### src/rtl/irpd_pkg.sv
// ----------------------------------------------------------------------------
// irpd_pkg
// Shared types, codes and pulse-width thresholds for the IR pulse decoder.
// ----------------------------------------------------------------------------
package irpd_pkg;

    localparam int FRAME_BITS = 32;
    localparam int BIT_IDX_W  = $clog2(FRAME_BITS);

    localparam logic [1:0] OP_LOW  = 2'd0;
    localparam logic [1:0] OP_HIGH = 2'd1;
    localparam logic [1:0] OP_PAIR = 2'd2;
    localparam logic [1:0] OP_TICK = 2'd3;

    localparam logic [1:0] PH_START = 2'd0;
    localparam logic [1:0] PH_DATA  = 2'd1;
    localparam logic [1:0] PH_END   = 2'd2;

    localparam logic [2:0] ST_OK       = 3'd0;
    localparam logic [2:0] ST_TIMEOUT  = 3'd1;
    localparam logic [2:0] ST_BAD_START = 3'd2;
    localparam logic [2:0] ST_BAD_BIT  = 3'd3;
    localparam logic [2:0] ST_MISMATCH = 3'd4;
    localparam logic [2:0] ST_BAD_END  = 3'd5;

    localparam logic [15:0] START_LOW_MIN  = 16'd4000;
    localparam logic [15:0] START_LOW_MAX  = 16'd15000;
    localparam logic [15:0] SYNC_HIGH_MAX  = 16'd6000;
    localparam logic [15:0] SYNC_HIGH_MIN  = 16'd1500;
    localparam logic [15:0] LONG_HIGH_MIN  = 16'd4000;
    localparam logic [15:0] MARK_MIN       = 16'd400;
    localparam logic [15:0] MARK_MAX       = 16'd700;
    localparam logic [15:0] REPEAT_LOW_MAX = 16'd800;
    localparam logic [15:0] ONE_HIGH_MIN   = 16'd1200;
    localparam logic [15:0] ONE_HIGH_MAX   = 16'd2500;

    localparam logic [3:0]  SYNC_DISCARD_MAX = 4'd10;
    localparam logic [15:0] TIMEOUT_RESET    = 16'd200;
    localparam logic [15:0] ERR_CUSTOM       = 16'hFFFF;
    localparam logic [7:0]  ERR_DATA         = 8'hFF;

    typedef struct packed {
        logic [1:0]            phase;
        logic                  awaits_high;
        logic [3:0]            sync_discards;
        logic [BIT_IDX_W-1:0]  bit_index;
        logic [FRAME_BITS-1:0] frame_bits;
        logic [2:0]            last_status;
        logic [15:0]           last_custom;
        logic [7:0]            last_data;
        logic                  timer_running;
        logic [15:0]           timer_count;
    } irpd_state_t;

    typedef struct packed {
        logic        valid;
        logic [2:0]  status;
        logic [15:0] custom_code;
        logic [7:0]  data_code;
    } irpd_result_t;

endpackage

### src/rtl/irpd_step.sv
// ----------------------------------------------------------------------------
// irpd_step
// Next-state and result logic for one decoder item (pulse, pair or tick).
// ----------------------------------------------------------------------------
module irpd_step (
    input  irpd_pkg::irpd_state_t  state_i,
    input  logic [1:0]             op,
    input  logic [15:0]            low_width,
    input  logic [15:0]            high_width,
    input  logic [15:0]            timeout_ticks,
    output irpd_pkg::irpd_state_t  state_o,
    output irpd_pkg::irpd_result_t res_o
);
    import irpd_pkg::*;

    logic                 low_mark;
    logic                 high_zero;
    logic                 high_one;
    logic                 long_high;
    logic [15:0]          count_inc;
    logic [7:0]           byte2;
    logic [7:0]           byte3;

    assign low_mark  = (low_width > MARK_MIN) && (low_width < MARK_MAX);
    assign high_zero = (high_width > MARK_MIN) && (high_width < MARK_MAX);
    assign high_one  = (high_width > ONE_HIGH_MIN) && (high_width < ONE_HIGH_MAX);
    assign long_high = high_width > LONG_HIGH_MIN;
    assign count_inc = state_i.timer_count + 16'd1;
    assign byte2     = state_i.frame_bits[23:16];
    assign byte3     = state_i.frame_bits[31:24];

    always_comb begin
        logic fail;
        logic [2:0] fail_code;
        logic do_high;
        state_o   = state_i;
        res_o     = '0;
        fail      = 1'b0;
        fail_code = ST_OK;
        do_high   = 1'b0;

        if (op == OP_TICK) begin
            if (state_i.timer_running) begin
                state_o.timer_count = count_inc;
                if ((count_inc >= timeout_ticks) || (count_inc == 16'd0)) begin
                    state_o.timer_count = 16'd0;
                    fail      = 1'b1;
                    fail_code = ST_TIMEOUT;
                end
            end
        end else if (state_i.phase == PH_DATA) begin
            if (op == OP_PAIR) begin
                if ((state_i.bit_index == '0) && long_high) begin
                    if ((low_width > MARK_MIN) && (low_width < REPEAT_LOW_MAX)) begin
                        // repeat mark: re-emit last result
                        state_o.phase         = PH_START;
                        state_o.awaits_high   = 1'b0;
                        state_o.bit_index     = '0;
                        state_o.timer_running = 1'b0;
                        res_o.valid       = 1'b1;
                        res_o.status      = state_i.last_status;
                        res_o.custom_code = state_i.last_custom;
                        res_o.data_code   = state_i.last_data;
                    end else begin
                        fail      = 1'b1;
                        fail_code = ST_BAD_BIT;
                    end
                end else if (low_mark && (high_zero || high_one)) begin
                    if (high_one) begin
                        state_o.frame_bits = state_i.frame_bits
                                           | (FRAME_BITS'(1) << state_i.bit_index);
                    end
                    if (state_i.bit_index == BIT_IDX_W'(FRAME_BITS - 1)) begin
                        state_o.bit_index = '0;
                        state_o.phase     = PH_END;
                    end else begin
                        state_o.bit_index = state_i.bit_index + BIT_IDX_W'(1);
                    end
                end else begin
                    fail      = 1'b1;
                    fail_code = ST_BAD_BIT;
                end
            end
        end else if (state_i.phase == PH_END) begin
            if (op == OP_PAIR) begin
                if (!(low_mark && long_high)) begin
                    fail      = 1'b1;
                    fail_code = ST_BAD_END;
                end else if ((byte2 ^ byte3) != 8'hFF) begin
                    fail      = 1'b1;
                    fail_code = ST_MISMATCH;
                end else begin
                    state_o.phase         = PH_START;
                    state_o.awaits_high   = 1'b0;
                    state_o.bit_index     = '0;
                    state_o.timer_running = 1'b0;
                    state_o.last_status   = ST_OK;
                    state_o.last_custom   = state_i.frame_bits[15:0];
                    state_o.last_data     = byte2;
                    res_o.valid       = 1'b1;
                    res_o.status      = ST_OK;
                    res_o.custom_code = state_i.frame_bits[15:0];
                    res_o.data_code   = byte2;
                end
            end
        end else begin
            state_o.phase = PH_START;
            if (!state_i.awaits_high) begin
                if (op != OP_HIGH) begin
                    if (!((low_width > START_LOW_MIN) && (low_width < START_LOW_MAX))) begin
                        fail      = 1'b1;
                        fail_code = ST_BAD_START;
                    end else begin
                        state_o.awaits_high   = 1'b1;
                        state_o.sync_discards = 4'd0;
                        state_o.timer_running = 1'b1;
                        state_o.timer_count   = 16'd0;
                        do_high = (op == OP_PAIR);
                    end
                end
            end else begin
                do_high = (op != OP_LOW);
            end

            if (do_high) begin
                if (state_o.sync_discards < SYNC_DISCARD_MAX) begin
                    if (high_width > SYNC_HIGH_MAX) begin
                        state_o.sync_discards = state_o.sync_discards + 4'd1;
                    end else if (high_width > SYNC_HIGH_MIN) begin
                        state_o.phase       = PH_DATA;
                        state_o.awaits_high = 1'b0;
                        state_o.bit_index   = '0;
                        state_o.frame_bits  = '0;
                    end else begin
                        fail      = 1'b1;
                        fail_code = ST_BAD_START;
                    end
                end else if ((high_width > SYNC_HIGH_MIN) && (high_width < SYNC_HIGH_MAX)) begin
                    state_o.phase       = PH_DATA;
                    state_o.awaits_high = 1'b0;
                    state_o.bit_index   = '0;
                    state_o.frame_bits  = '0;
                end else begin
                    fail      = 1'b1;
                    fail_code = ST_BAD_START;
                end
            end
        end

        if (fail) begin
            state_o.phase         = PH_START;
            state_o.awaits_high   = 1'b0;
            state_o.bit_index     = '0;
            state_o.timer_running = 1'b0;
            state_o.last_status   = fail_code;
            state_o.last_custom   = ERR_CUSTOM;
            state_o.last_data     = ERR_DATA;
            res_o.valid       = 1'b1;
            res_o.status      = fail_code;
            res_o.custom_code = ERR_CUSTOM;
            res_o.data_code   = ERR_DATA;
        end
    end

endmodule

### src/rtl/ir_remote_pulse_decoder.sv
// ----------------------------------------------------------------------------
// ir_remote_pulse_decoder
// NEC style IR frame decoder driven by measured pulse widths and timer ticks.
//
// Input channel s_*: one item per accepted handshake, op selects a low pulse,
// a high pulse, a low+high pair or a timer tick; widths are in microseconds.
// Result channel m_*: status, 16-bit custom code and 8-bit data code. An item
// yields zero or one result.
// cfg_wr_en / cfg_wr_data: frame timeout in ticks.
// An accepted item is held in the input register and decoded from there; its
// result (if any) is written to the result register that drives m_*.
// Throughput: one item per cycle while the result register is empty or taken;
// the decode is a single pass of logic between the input register and the
// result register. When the result register holds an untaken result, the
// input register still takes one more item; further items wait until m_ready.
// Reset (aresetn low, synchronous): frame state back to start, timer off,
// last result cleared to status ok with all-ones codes, timeout = 200.
// ----------------------------------------------------------------------------
module ir_remote_pulse_decoder (
    input  logic        aclk,
    input  logic        aresetn,
    input  logic        cfg_wr_en,
    input  logic [15:0] cfg_wr_data,
    input  logic        s_valid,
    output logic        s_ready,
    input  logic [1:0]  s_op,
    input  logic [15:0] s_low_width,
    input  logic [15:0] s_high_width,
    output logic        m_valid,
    input  logic        m_ready,
    output logic [2:0]  m_status,
    output logic [15:0] m_custom_code,
    output logic [7:0]  m_data_code
);
    import irpd_pkg::*;

    logic         in_valid_reg;
    logic [1:0]   in_op_reg;
    logic [15:0]  in_low_reg;
    logic [15:0]  in_high_reg;
    logic [15:0]  timeout_reg;
    irpd_state_t  state_reg;
    irpd_state_t  state_next;
    irpd_result_t res_next;
    logic         out_valid_reg;
    logic [2:0]   out_status_reg;
    logic [15:0]  out_custom_reg;
    logic [7:0]   out_data_reg;
    logic         advance;

    irpd_step u_step (
        .state_i       (state_reg),
        .op            (in_op_reg),
        .low_width     (in_low_reg),
        .high_width    (in_high_reg),
        .timeout_ticks (timeout_reg),
        .state_o       (state_next),
        .res_o         (res_next)
    );

    assign advance = !out_valid_reg || m_ready;
    assign s_ready = !in_valid_reg || advance;

    always_ff @(posedge aclk) begin
        if (!aresetn) begin
            timeout_reg <= TIMEOUT_RESET;
        end else if (cfg_wr_en) begin
            timeout_reg <= cfg_wr_data;
        end
    end

    always_ff @(posedge aclk) begin
        if (!aresetn) begin
            in_valid_reg <= 1'b0;
        end else if (s_valid && s_ready) begin
            in_valid_reg <= 1'b1;
        end else if (advance) begin
            in_valid_reg <= 1'b0;
        end
    end

    always_ff @(posedge aclk) begin
        if (s_valid && s_ready) begin
            in_op_reg   <= s_op;
            in_low_reg  <= s_low_width;
            in_high_reg <= s_high_width;
        end
    end

    always_ff @(posedge aclk) begin
        if (!aresetn) begin
            state_reg.phase         <= PH_START;
            state_reg.awaits_high   <= 1'b0;
            state_reg.sync_discards <= 4'd0;
            state_reg.bit_index     <= '0;
            state_reg.frame_bits    <= '0;
            state_reg.last_status   <= ST_OK;
            state_reg.last_custom   <= ERR_CUSTOM;
            state_reg.last_data     <= ERR_DATA;
            state_reg.timer_running <= 1'b0;
            state_reg.timer_count   <= 16'd0;
        end else if (in_valid_reg && advance) begin
            state_reg <= state_next;
        end
    end

    always_ff @(posedge aclk) begin
        if (!aresetn) begin
            out_valid_reg <= 1'b0;
        end else if (in_valid_reg && advance && res_next.valid) begin
            out_valid_reg <= 1'b1;
        end else if (m_ready) begin
            out_valid_reg <= 1'b0;
        end
    end

    always_ff @(posedge aclk) begin
        if (in_valid_reg && advance && res_next.valid) begin
            out_status_reg <= res_next.status;
            out_custom_reg <= res_next.custom_code;
            out_data_reg   <= res_next.data_code;
        end
    end

    assign m_valid       = out_valid_reg;
    assign m_status      = out_status_reg;
    assign m_custom_code = out_custom_reg;
    assign m_data_code   = out_data_reg;

endmodule

### config.mk
export PLATFORM = sky130hd
export DESIGN_NAME = ir_remote_pulse_decoder
export DESIGN_NICKNAME = d
export VERILOG_FILES = /design/src/rtl/irpd_pkg.sv /design/src/rtl/irpd_step.sv /design/src/rtl/ir_remote_pulse_decoder.sv
export SDC_FILE = /design/constraint.sdc
export NUM_CORES = 1
export LEC_CHECK = 0
export BUFFER_PORTS_ARGS = -buffer_cell sky130_fd_sc_hd__buf_2
export CAP_MARGIN = 20
export CORE_ASPECT_RATIO = 1.75
export CORE_MARGIN = 1.5
export CORE_UTILIZATION = 45
export CTS_CLUSTER_DIAMETER = 60
export DETAILED_ROUTE_END_ITERATION = 12
export SYNTH_ARGS = -nofsm -noshare
export SYNTH_HDL_FRONTEND = slang
export SYNTH_HIERARCHICAL = 1
export SYNTH_SLANG_ARGS = --single-unit
### constraint.sdc
create_clock -name aclk -period 9.4 [get_ports aclk]
set_input_delay 1.88 -clock aclk [delete_from_list [all_inputs] [get_ports aclk]]
set_output_delay 1.88 -clock aclk [all_outputs]
set_load 0.005 [all_outputs]
==> impl_results.md, run 1 <==
* H-tree level count at 4
* Category of the worst setup path launch point: flop
* Internal power at 0.00130 W
* Ys Warns at 6
* Capturing element type of the critical path: flop
* Via count of the first global-routing pass at 7,244
* Via count at 7,916
* Area of the core at around 21,000 sq um
* Post-synthesis to final-layout area growth at 10.9%
* Maximum VDD drop at 0.000108 V
* Synthesized Nets at 1,156
* Post-CTS Setup Bufs at 0
* Half-perimeter wire length of the detailed placement result at 15,100 microns
* Clock Latency Late Sink at 440 ps
* Hold-fix buffers, CTS at 0
* Router iterations before antenna repair at 7
* Count of cells resized by post-cts repair at 0
* Library cell appearing most often on the critical path: sky130_fd_sc_hd__and3_1
* Final Hold Vio Count at 0
* Wirelength per Cell at 15.9 microns
* Layout cell share with drive strength beyond 1 at 0.147
* Minimum period implied by the final worst setup slack at 4770 ps
* Worst setup path startpoint: state_reg[2]$_SDFFE_PN0P_
* Post-route DRC at 0
* Slowest stage delay, CP at 690 ps
* Total power after layout at between 0.0015 and 0.002 W
* Leakage Power at 4.29 nW
* Effective utilization at floorplan at 0.457
* Antenna fix cells at 0
* Number of standard cells after synthesis at 1,076
* CTS sink count at ~170
* Sequential fraction of the synthesis area at 0.402
* TritonCTS clock tree: yes
* Arrival @ worst endpoint at 4970 ps
* Number of vias per cell at ~5.6
* Final period utilization at 0.508
* Overall routed net length at 22,400 microns
* Largest net degree at the start of global routing at 100
* End of the worst register-to-register path: m_data_code[3]$_DFFE_PP_
* Share of power burned in registers at 0.467
* Share of power burned in the clock network at 0.452
* Largest fanout on the critical path at 59
* Count of buffering cells on the critical path with inverters included at 1
* Run status: finished, final reports clean
* Width of the die at approximately 110 microns
* Worst path slowest cell: sky130_fd_sc_hd__nand4_4
* Initial antenna violation count at 0
* Path category of the worst min-delay check: flop to flop
* Total Routing Usage GR at 0.204
* Max-cap violation count at 0
* Async S/R FF share, synth at 0
* Final standard cell count with taps included and fillers excluded at between 1,000 and 1,500
* Max-slew violation count at 0
* Post-route antenna net violation count at 0
* Fraction of power consumed by combinational cells at 0.082
* Setup repair after global routing missed its margin: no
* Input/output buffers at 83
* Setup tns final at 0 ps
* Floorplan die area at 22,800 sq um
* Net count, final at ~1,200
* Post-synth design cell area at 9830 sq um
* Most common flop cell mapped by yosys: sky130_fd_sc_hd__dfxtp_1
* Crit-path leading delay family: simple AND/OR/NAND/NOR gates
* Io pins at 84
* First DRT Iteration DRCs at 544
* Data required, critical path at 9590 ps
* CTS Buf Count at 17
* Flip-flop count of the largest register after layout at about 90
* Max-slew headroom at 0.356
* Inst Count DP at 1,377
* Peak clock frequency supported by timing at 210 MHz
* Pwr dens at 157 nW/um^2
* Final weighted congestion of routability-driven global placement at 0.865
* Capture endpoint of the worst hold path: state_reg[41]$_SDFFE_PN0P_
* Final number of setup-violating endpoints at 0
* Deepest clock path buffer count at 2
* Critical register-to-register path startpoint: state_reg[2]$_SDFFE_PN0P_
* Flops & latches, synth at 167
* Number of rows in the core area at 71
* Number of different library cells in the post-synthesis netlist at 85
* Net load switching power at 0.000409 W
* Critical setup path kind: flop to flop
* Total congestion overflow at 0
* Post-synth EDFFs at 61
* Transition at the pin with the smallest max-transition slack at 966 ps
* Mean Syn Cell Area at 9.14 sq um
* Cell-by-cell listing of the critical path: and3_1 -> nand3_1 -> nor2_1 -> and3_1 -> xor2_1 -> ha_1 -> nand4_1 -> a2111oi_0 -> a221oi_1 -> o21ai_0 -> o21ai_4 -> nand4_4 -> nand2b_1 -> nand2_1 -> nor2_2 -> buf_8
* Worst setup slack for register-to-register paths at between 4000 and 5000 ps
* Die height at 199 microns
* Wire length of the first global-routing pass at 37,100 microns
* Switching Fraction at 0.239
* Clock root buffer: sky130_fd_sc_hd__clkbuf_16
* Largest clock skew in the final design at 8.20 ps
* Hold Path Stages at 2
* Reg2Reg Depth at 16
* Min-delay src: state_reg[41]$_SDFFE_PN0P_
* Register clock-pin slew on the reported worst setup and hold paths at 70 ps
## layout by cell type, fill, tap and decap left out, types with 7 or more instances in the layout
| cell | synthesis | layout |
|---|---|---|
| sky130_fd_sc_hd__and3_1 | 11 | 11 |
| sky130_fd_sc_hd__dfxtp_1 | 106 | 106 |
| sky130_fd_sc_hd__o21ai_0 | 44 | 44 |
| sky130_fd_sc_hd__nor4_1 | 8 | 7 |
| sky130_fd_sc_hd__nand4_1 | 11 | 11 |
| sky130_fd_sc_hd__nor3_1 | 11 | 11 |
| sky130_fd_sc_hd__clkbuf_16 | 0 | 17 |
| sky130_fd_sc_hd__nor2_1 | 58 | 57 |
| sky130_fd_sc_hd__xor2_1 | 15 | 15 |
| sky130_fd_sc_hd__nand2b_1 | 10 | 10 |
| sky130_fd_sc_hd__nand3_1 | 18 | 18 |
| sky130_fd_sc_hd__mux2i_1 | 82 | 82 |
| sky130_fd_sc_hd__a31oi_1 | 46 | 46 |
| sky130_fd_sc_hd__a221o_1 | 24 | 24 |
| sky130_fd_sc_hd__edfxtp_1 | 61 | 61 |
| sky130_fd_sc_hd__buf_2 | 30 | 83 |
| sky130_fd_sc_hd__a211o_1 | 25 | 25 |
| sky130_fd_sc_hd__inv_1 | 52 | 52 |
| sky130_fd_sc_hd__o311ai_0 | 22 | 22 |
| sky130_fd_sc_hd__nand2_1 | 173 | 173 |
| sky130_fd_sc_hd__nor2b_1 | 43 | 42 |
| sky130_fd_sc_hd__ha_1 | 25 | 25 |
| sky130_fd_sc_hd__buf_4 | 7 | 11 |
| sky130_fd_sc_hd__a21oi_1 | 30 | 30 |
| sky130_fd_sc_hd__and2_1 | 8 | 8 |
## per-layer routing
layer	GRT usage	up-vias	part of all wire
met1	0.257	3732	0.45
met2	0.354	168	0.50
li1	-	3991	-
met4	0.0695	0	0.017
met3	0.0296	25	0.030
met5	0	-	0
## through the flow
| stage | utilization | hold WS (ps) | setup slack (ps) | instance area, sq um |
|---|---|---|---|---|
| global route | 0.507 | 495 | 4190 | 10900 |
| floorplan | - | 431 | 4830 | 9830 |
| CTS | 0.505 | 486 | 4290 | 10900 |
| detailed placement | 0.475 | 463 | 4330 | 10200 |
| finish | 0.507 | 481 | 4630 | 10900 |
| global placement | 0.475 | 458 | 4370 | 10200 |
## worst max path at each step
stage	to	slack, ps	cells past startpoint
3_5_place_dp	m_data_code[4]$_DFFE_PP_	4330	15
4_1_cts	m_data_code[3]$_DFFE_PP_	4290	15
6_report	m_data_code[3]$_DFFE_PP_	4630	16
5_1_grt	m_data_code[3]$_DFFE_PP_	4190	16
2_1_floorplan	m_custom_code[0]$_DFFE_PP_	4830	17
3_3_place_gp	m_custom_code[4]$_DFFE_PP_	4370	15
## synth_stat cells, drive strengths merged (3+ instances only)
cell type,count,area share
nand2,173,0.066
dfxtp,106,0.22
mux2i,82,0.083
edfxtp,61,0.19
nor2,60,0.025
inv,54,0.021
buf,49,0.038
o21ai,48,0.026
a31oi,46,0.029
nor2b,43,0.027
clkbuf,36,0.014
a21oi,31,0.016
o311ai,27,0.025
a211o,25,0.022
ha,25,0.032
a221o,24,0.024
nand3,19,0.011
xor2,15,0.013
nor3,14,0.0087
nand4,13,0.010
and3,11,0.0070
nor4,11,0.0098
nand2b,10,0.0064
and2,8,0.0051
a211oi,7,0.0064
a21o,6,0.0046
a22o,6,0.0053
xnor2,6,0.0053
or3,5,0.0037
a31o,4,0.0036
o211ai,4,0.0031
o221ai,4,0.0042
a221oi,3,0.0039
a22oi,3,0.0023
a41o,3,0.0031
and4,3,0.0027
o31ai,3,0.0028
## cells by family after synthesis
family,Yosys count,share of synthesized area
compound gates,260,0.198
simple gates,381,0.193
flops,167,0.402
fa+ha+maj,25,0.0318
mux,83,0.0846
xor+xnor,21,0.0187
buf+inv,139,0.0723
## cell type report
| cell class | instances | area (sq um) |
|---|---|---|
| fill | 2095 | 10600 |
| multi-input combinational | 770 | 5190 |
| tap | 292 | 365 |
| clock buffer | 18 | 439 |
| sequential | 167 | 3950 |
| timing repair buffer | 96 | 541 |
| inverter | 54 | 203 |
| clock inverter | 14 | 209 |
## worst reg2reg max path, stage by stage (launching register included)
cell	delay, ps
sky130_fd_sc_hd__dfxtp_1	510
sky130_fd_sc_hd__and3_1	310
sky130_fd_sc_hd__nand3_1	200
sky130_fd_sc_hd__nor2_1	260
sky130_fd_sc_hd__and3_1	200
sky130_fd_sc_hd__xor2_1	190
sky130_fd_sc_hd__ha_1	270
sky130_fd_sc_hd__nand4_1	120
sky130_fd_sc_hd__a2111oi_0	80
sky130_fd_sc_hd__a221oi_1	290
sky130_fd_sc_hd__o21ai_0	300
sky130_fd_sc_hd__o21ai_4	280
sky130_fd_sc_hd__nand4_4	690
sky130_fd_sc_hd__nand2b_1	440
sky130_fd_sc_hd__nand2_1	110
sky130_fd_sc_hd__nor2_2	80
sky130_fd_sc_hd__buf_8	210
## power groups by stage
stage / Sequential (W) / Clock [W] / Combinational, W
2_1_floorplan: 0.000807 / 0 / 0.000112
5_1_grt: 0.000801 / 0.000815 / 0.000155
3_3_place_gp: 0.000813 / 0 / 0.000136
3_5_place_dp: 0.000814 / 0 / 0.000138
4_1_cts: 0.000797 / 0.000793 / 0.000139
6_report: 0.000797 / 0.000771 / 0.000139
Note: power is estimated with default switching activity, not from simulation.
==> inputs of run 2 (changes only) <==
==> constraint.sdc (replaced) <==
create_clock -name aclk -period 4.8 [get_ports aclk]
set_input_delay 0.96 -clock aclk [delete_from_list [all_inputs] [get_ports aclk]]
set_output_delay 0.96 -clock aclk [all_outputs]
set_load 0.005 [all_outputs]
==> impl_results.md, run 2 (same netlist as run 1, synthesis figures left out) <==
* Run status: finished, final reports clean
* Final weighted congestion of routability-driven global placement at 0.898 (+3.8%)
* Via count at 7,943 (+0.34%)
* Router iterations before antenna repair at 5 (-2)
* Path category of the worst min-delay check: flop to flop
* Io pins at 84 (unchanged)
* Largest fanout on the critical path at 27 (-54%)
* Post-synthesis to final-layout area growth at 10.6%
* Max-slew headroom at 0.330 (-0.0257)
* Data required, critical path at 4910 ps (-4680 ps)
* Most common cell after layout, fill and taps aside: sky130_fd_sc_hd__nand2_1
* Floorplan die area at 22,800 sq um (unchanged)
* Total congestion overflow at 0 (unchanged)
* Overall routed net length at 22,400 microns (about the same)
* Antenna fix cells at 0 (unchanged)
* Post-CTS Setup Bufs at 0 (unchanged)
* Final Hold Vio Count at 0 (unchanged)
* Leakage Power at 4.27 nW (-0.47%)
* Final number of setup-violating endpoints at 0 (unchanged)
* Commonest cells after routing, fill and taps aside: sky130_fd_sc_hd__nand2_1 (173), sky130_fd_sc_hd__dfxtp_1 (106), sky130_fd_sc_hd__mux2i_1 (82), sky130_fd_sc_hd__buf_2 (82), sky130_fd_sc_hd__edfxtp_1 (61)
* Cell area reported after detailed placement at 10,300 sq um (+0.58%)
* Final period utilization at 0.885 (+0.377)
* Width of the die at 115 microns (unchanged)
* Setup repair after global routing missed its margin: no
* Setup tns final at 0 ps (unchanged)
* Number of rows in the core area at 71 (unchanged)
* Max-slew violation count at 0 (unchanged)
* Flip-flop count of the largest register after layout at 88 (unchanged)
* Count of cells resized by post-cts repair at 0 (unchanged)
* Minimum period implied by the final worst setup slack at 4250 ps (-524 ps)
* Transition at the pin with the smallest max-transition slack at 994 ps (+28.0 ps)
* Post-route antenna net violation count at 0 (unchanged)
* Initial antenna violation count at 0 (unchanged)
* Clock Latency Late Sink at 440 ps (about the same)
* Area of the core at 21,500 sq um (unchanged)
* Total Routing Usage GR at 0.205 (+0.00170)
* Layout cell share with drive strength beyond 1 at 0.145 (-0.00192)
* Pwr dens at 300 nW/um^2 (+91%)
* Worst setup path startpoint: state_reg[0]$_SDFFE_PN0P_
* Post-route DRC at 0 (unchanged)
* Hold-fix buffers, CTS at 0 (unchanged)
* Final standard cell count with taps included and fillers excluded at 1,412 (+0.071%)
* CTS sink count at 167 (unchanged)
* TritonCTS clock tree: yes
* Max-cap violation count at 0 (unchanged)
* Post-route design area at 10,900 sq um (-0.25%)
* Finished Core Util at 0.506 (-0.00128)
* Inst Count DP at 1,380 (+0.22%)
* Min-delay src: timeout_reg[6]$_SDFFE_PN1P_
* Net count, final at 1,187 (+0.084%)
* Capturing element type of the critical path: flop
* Clock root buffer: sky130_fd_sc_hd__clkbuf_16
* Via count of the first global-routing pass at 7,252 (+0.11%)
* CTS Buf Count at 17 (unchanged)
* Half-perimeter wire length of the detailed placement result at 15,100 microns (about the same)
* Wirelength per Cell at 15.9 microns (about the same)
* Largest clock skew in the final design at 9.96 ps (+1.77 ps)
* Deepest clock path buffer count at 2 (unchanged)
* Arrival @ worst endpoint at 4360 ps (-610 ps)
* Critical setup path kind: flop to flop
* Effective utilization at floorplan at 0.457 (unchanged)
* Fill count at 2,042 (-2.5%)
* Wire length of the first global-routing pass at 37,000 microns (-0.22%)
* Number of vias per cell at 5.63 (+0.27%)
* First DRT Iteration DRCs at 484 (-11%)
* Die height at 199 microns (unchanged)
* Peak clock frequency supported by timing at 235 MHz (+12%)
* Category of the worst setup path launch point: flop
* Critical register-to-register path startpoint: state_reg[0]$_SDFFE_PN0P_
* Largest net degree at the start of global routing at 95 (-5.0%)
* Maximum VDD drop at 0.000283 V (+160%)
* Input/output buffers at 83 (unchanged)
* Total power after layout at 0.00326 W (+91%)
* H-tree level count at 4 (unchanged)
* Register clock-pin slew on the reported worst setup and hold paths at 70 ps (about the same)
run 2: metrics by stage:
| step | hold slack [ps] | worst slack [ps] |
|---|---|---|
| final | 469 | 552 |
| after global routing | 498 | 311 |
| after CTS | 475 | 571 |
| after detailed placement | 460 | 593 |
| after global placement | 457 | 660 |
| after floorplan | 431 | 227 |
run 2: cell type report:
type | count | area [sq um] | area share
Multi-Input combinational cell | 770 | 5200 | 0.478
Inverter | 54 | 203 | 0.0186
Tap cell | 292 | 365 | 0.0336
Clock inverter | 12 | 168 | 0.0154
Sequential cell | 167 | 3950 | 0.364
Clock buffer | 20 | 437 | 0.0402
Timing Repair Buffer | 97 | 548 | 0.0504
run 2: metal layers:
layer	vias up	GRT usage	wire length [microns]
li1	3990	-	-
met1	3751	0.254	9970
met2	178	0.362	11400
met3	24	0.0332	768
met4	0	0.0658	339
met5	-	0	0
run 2: path summary, 6_finish.rpt:
path / to / slack, ps / cells after the start
hold reg to reg: timeout_reg[6]$_SDFFE_PN1P_ / 470 / 2
hold / removal: timeout_reg[6]$_SDFFE_PN1P_ / 470 / 2
setup reg to reg: m_custom_code[1]$_DFFE_PP_ / 550 / 15
setup / recovery: m_custom_code[1]$_DFFE_PP_ / 550 / 15
run 2: worst max-delay path, cell delays in order, from the launching register on:
cell and delay [ps]:
sky130_fd_sc_hd__dfxtp_1 490, sky130_fd_sc_hd__ha_1 340, sky130_fd_sc_hd__and4_1 330, sky130_fd_sc_hd__nand3_1 180, sky130_fd_sc_hd__xnor2_1 210, sky130_fd_sc_hd__ha_1 330, sky130_fd_sc_hd__nand4_1 130, sky130_fd_sc_hd__a2111oi_0 410
sky130_fd_sc_hd__a221oi_1 140, sky130_fd_sc_hd__o21ai_0 260, sky130_fd_sc_hd__o21ai_4 140, sky130_fd_sc_hd__nand4_4 290, sky130_fd_sc_hd__nand2b_1 180, sky130_fd_sc_hd__nand2_1 70, sky130_fd_sc_hd__nor2_2 80, sky130_fd_sc_hd__buf_4 320
run 2: power by group:
| group | switching (W) | internal, W |
|---|---|---|
| combinational | 0.000156 | 0.000118 |
| clock | 0.000593 | 0.000831 |
| sequential | 0.0000359 | 0.00153 |
